[src/hdl/pbp_pkg.sv]
// ============================================================================
// pbp_pkg
// Shared types and constants of the perceptron branch predictor.
// ============================================================================
package pbp_pkg;

    localparam int THRESH_W = 11;
    localparam logic [THRESH_W-1:0] THRESH_RESET = 11'd35;

    localparam logic OP_PREDICT = 1'b0;
    localparam logic OP_TRAIN   = 1'b1;

    typedef struct packed {
        logic        mode;
        logic [31:0] branch_pc;
        logic        taken_outcome;
    } in_word_t;

    typedef struct packed {
        logic predict_taken;
        logic weights_updated;
    } out_word_t;

    typedef struct packed {
        logic        op;
        logic [31:0] pc;
        logic        outcome;
    } cmd_t;

    typedef struct packed {
        logic valid;
        cmd_t cmd;
    } req_t;

    typedef struct packed {
        logic pop;
        logic clearing;
    } ctl_t;

endpackage

[src/hdl/pbp_front.sv]
// ============================================================================
// pbp_front
// Input side: accepts branch words, classifies them as predict or train
// commands, and holds them in a two-entry queue for the back end.
// ============================================================================
module pbp_front (
    input  logic             clk,
    input  logic             rst_n,
    input  logic             in_valid,
    output logic             in_stall,
    input  pbp_pkg::in_word_t in_word,
    input  pbp_pkg::ctl_t    ctl,
    output pbp_pkg::req_t    req
);
    import pbp_pkg::*;

    logic [1:0] count_reg;
    logic [1:0] count_next;
    logic       wr_ptr_reg;
    logic       rd_ptr_reg;
    cmd_t       q_reg [2];
    cmd_t       new_cmd;
    logic       push;

    assign in_stall = (count_reg == 2'd2) || ctl.clearing;
    assign push     = in_valid && !in_stall;

    always_comb
    begin
        new_cmd.op      = in_word.mode ? OP_TRAIN : OP_PREDICT;
        new_cmd.pc      = in_word.branch_pc;
        new_cmd.outcome = in_word.taken_outcome;
    end

    always_comb
    begin
        count_next = count_reg;
        if (push && !ctl.pop)
        begin
            count_next = count_reg + 2'd1;
        end
        else if (!push && ctl.pop)
        begin
            count_next = count_reg - 2'd1;
        end
    end

    always_ff @(posedge clk or negedge rst_n)
    begin
        if (!rst_n)
        begin
            count_reg  <= 2'd0;
            wr_ptr_reg <= 1'b0;
            rd_ptr_reg <= 1'b0;
        end
        else
        begin
            count_reg <= count_next;
            if (push)
            begin
                wr_ptr_reg <= !wr_ptr_reg;
            end
            if (ctl.pop)
            begin
                rd_ptr_reg <= !rd_ptr_reg;
            end
        end
    end

    always_ff @(posedge clk)
    begin
        if (push)
        begin
            q_reg[wr_ptr_reg] <= new_cmd;
        end
    end

    assign req.valid = (count_reg != 2'd0);
    assign req.cmd   = q_reg[rd_ptr_reg];

endmodule

[config.mk]
export PLATFORM = sky130hd
export DESIGN_NAME = pbp_front
export DESIGN_NICKNAME = d
export VERILOG_FILES = /design/src/hdl/pbp_pkg.sv /design/src/hdl/pbp_front.sv
export SDC_FILE = /design/constraint.sdc
export NUM_CORES = 1
export LEC_CHECK = 0
export ABC_CLOCK_PERIOD_IN_PS = 5460
export BUFFER_PORTS_ARGS = -buffer_cell sky130_fd_sc_hd__buf_2
export CORE_AREA = 2 2 136 72
export CTS_CLUSTER_SIZE = 14
export DETAILED_ROUTE_END_ITERATION = 7
export DIE_AREA = 0 0 138 74
export HOLD_SLACK_MARGIN = 0.1
export PLACE_DENSITY_LB_ADDON = 0.2
export SYNTH_ARGS = -nofsm -noshare
export SYNTH_HDL_FRONTEND = slang
export SYNTH_SLANG_ARGS = --single-unit
export TNS_END_PERCENT = 10
[constraint.sdc]
create_clock -name clk -period 5.46 [get_ports clk]
set_input_delay 1.092 -clock clk [delete_from_list [all_inputs] [get_ports clk]]
set_output_delay 1.092 -clock clk [all_outputs]
set_load 0.02 [all_outputs]
==> metrics.md <==
| Metric | Value |
|---|---|
| Worst path required time | 4370 ps |
| Die Footprint | 10,200 µm² |
| Nets@finish | 247 |
| Fillers | 876 |
| Tot GR Track Use | 0.109 |
| Ys flop type | edfxtp_1 |
| Cell taking the most area after synthesis | edfxtp_1 |
| CTS resizes | 0 |
| Syn avg cell area | 22.5 µm² |
| Drt via density | 4.13 |
| Multi-input logic area | 602 µm² |
| Die outline width | 138 µm |
| Leakage | 0.00141 µW |
| Sw Share | 0.302 |
| Crit-path max cell delay | 740 ps |
| Layout cells sized above 1 | 0.585 |
| Clk_skew | 5.54 ps |
| Cell area after layout | 3530 µm² |
| Setup_tns | 0 ps |
| Worst setup EP type | output pin |
| Synth Instances | 125 |
| Min-Delay Path Class | flop to flop |
| Combinational share of power | 0.297 |
| Critical path type | flop to output pin |
| Clock Latency Late Sink | 320 ps |
| Post-route DRC | 0 |
| Post-Place Cell Area | 3280 µm² |
| Tightest Pin Transition | 1050 ps |
| Post-synth ARST share | 0.0556 |
| CP Launch Type | flop |
| Critical Path Start | rd_ptr_reg |
| Clock Path Buffers | 2 |
| Global-route wire length before repair | 7.89 mm |
| CTS Root Cell | clkbuf_16 |
| Post-Route WL | 5.11 mm |
| Power Density | 508 nW/µm² |
| Die H | 74 µm |
| Peak supply drop | 243 µV |
| Synth Cell Area | 2810 µm² |
| I/O pin cnt | 75 |
| Max Clock Freq | 318 MHz |
| Pin count of the biggest net entering global routing | 35 |
| FP Rows | 25 |
| Synth Warn # | 0 |
| # hold bufs at CTS | 0 |
| Reg clk slew, reported paths | 50 ps |
| Final Hold Viols | 0 |
| Total core area | 9070 µm² |
| CP Cell Sequence | buf_4, mux2_2, buf_2 |
| Max Cap Viol | 0 |
| Mapped Nets | 165 |
| Sequential Area | 2140 µm² |
| Worst-path fanout max | 18 |
| Count leader, synth | edfxtp_1 |
| Largest cells by area after synthesis | edfxtp_1 73%, mux2_4 15%, dfrtp_1 3.6% |
| Initial drt markers | 57 |
| Synth unique cells | 16 |
| Outcome | completed |
| Layout area overhead | 25.6% |
| Post-DP HPWL | 3.31 mm |
| Period Utilization, post-route | 0.575 |
| Switching power | 541 µW |
| Antenna viol nets, final | 0 |
| Synthesized flop and latch total | 72 |
| Routability Congestion | 0.662 |
| RSZ-0062 raised after global routing | false |
| WL/cell | 15.3 µm |
| Number of setup buffers added after CTS | 0 |
| TritonCTS clock tree | yes |
| Reg power frac | 0.423 |
| Pre-Repair DR Iteration Count | 4 |
| R2r startpoint | count_reg[0] |
| Part of the power in the clock network | 0.281 |
| Synth top cells by count | 68 x edfxtp_1, 29 x mux2_4, 5 x mux2_2, 4 x dfrtp_1 |
| Vias in the first global route | 1,428 |
| Seq/Total Area, Yosys | 0.761 |
| Final Max Slew Viols | 0 |
| Ant diodes | 0 |
| Int Pwr | 1250 µW |
| Data arrival, critical path | 2050 ps |
| H-tree Lvls | 3 |
| Buffers on Ports | 74 |
| Min cycle time layout | 3140 ps |
| Hold Startpoint | count_reg[1] |
| Number of antenna violations at the first check in global routing | 0 |
| DR vias | 1,375 |
| Worst relative slew slack | 0.296 |
| Starting density of the core | 0.310 |
| CTS Sinks | 72 |
| Number of flip-flops in the largest register | 68 |
| EDFF count, synth | 68 |
| Final setup viols | 0 |
| Area share of the leading cell type in the synthesized netlist | 0.726 |
| CTS Buf Count | 9 |
| CP max stage cell | dfrtp_2 |
| Total gr overflow | 0 |
worst max-delay path: cells and delay by family (launching register included):
kind                   cells  cell delay, ps
flip-flops                 1             740
buffers and inverters      2             590
multiplexers               1             380
placed cells by master, fill, tap and decap left out:
cell       count
clkbuf_1       6
xnor2_1        2
dfrtp_2        1
buf_4          1
mux2_2         5
buf_2         74
nor2_4         1
ha_1           1
dfrtp_1        3
edfxtp_1      68
nand2b_1       1
clkinv_2       1
clkbuf_16      9
inv_1          2
nor2_1         1
nand3b_2       1
mux2_4        29
xor2_1         3
and2_2         1
or2b_1         1
or2_2          1
per-stage QoR:
stage | total power, µW | worst slack, ps | hold WS, ps | utilization | cells
after global placement | 1310 | 2670 | 491 | 0.362 | 317
after floorplan | 1200 | 2270 | 456 | - | 125
after CTS | 1830 | 2260 | 499 | 0.390 | 333
after detailed placement | 1310 | 2620 | 482 | 0.362 | 317
final | 1800 | 2320 | 498 | 0.390 | 333
after global routing | 1880 | 2210 | 529 | 0.390 | 333
layer usage:
metal,share of wire,track usage,up-vias
met5,0,0,-
met4,0.019,0.0578,0
met3,0.077,0.0541,9
met2,0.40,0.139,58
met1,0.50,0.150,663
li1,-,-,645
final cells by class:
| cell class | count | area share |
|---|---|---|
| flip-flops and latches | 72 | 0.606 |
| clock inverters | 1 | 0.00142 |
| repair buffers | 75 | 0.107 |
| well taps | 121 | 0.0428 |
| inverters | 2 | 0.00212 |
| clock buffers | 15 | 0.0701 |
| multi-input cells | 47 | 0.170 |
cells by family after synthesis:
kind of cell	share of synthesized area
XOR/XNOR	0.0156
buffers and inverters	0.0280
flip-flops	0.761
multiplexers	0.175
adder cells (fa/ha/maj)	0.00445
AND/OR/NAND/NOR	0.0160
power groups by stage:
stage	clock network, µW	logic [µW]	registers, µW
after floorplan	0	472	725
after global placement	0	540	769
after detailed placement	0	541	771
after CTS	519	546	761
after global routing	545	571	769
final	504	533	759
path summary, 6_finish.rpt:
kind	depth (start not counted)	end	slack [ps]
worst max-delay path	3	req[33]	2320
worst min-delay path	1	count_reg[1]	500
worst max register to register	4	q_reg[1][18]	3500
worst min register to register	1	count_reg[1]	500
max in group asynchronous	1	rd_ptr_reg	4760
min in group asynchronous	1	count_reg[1]	560
No activity file was read; power rests on OpenSTA's default activity.
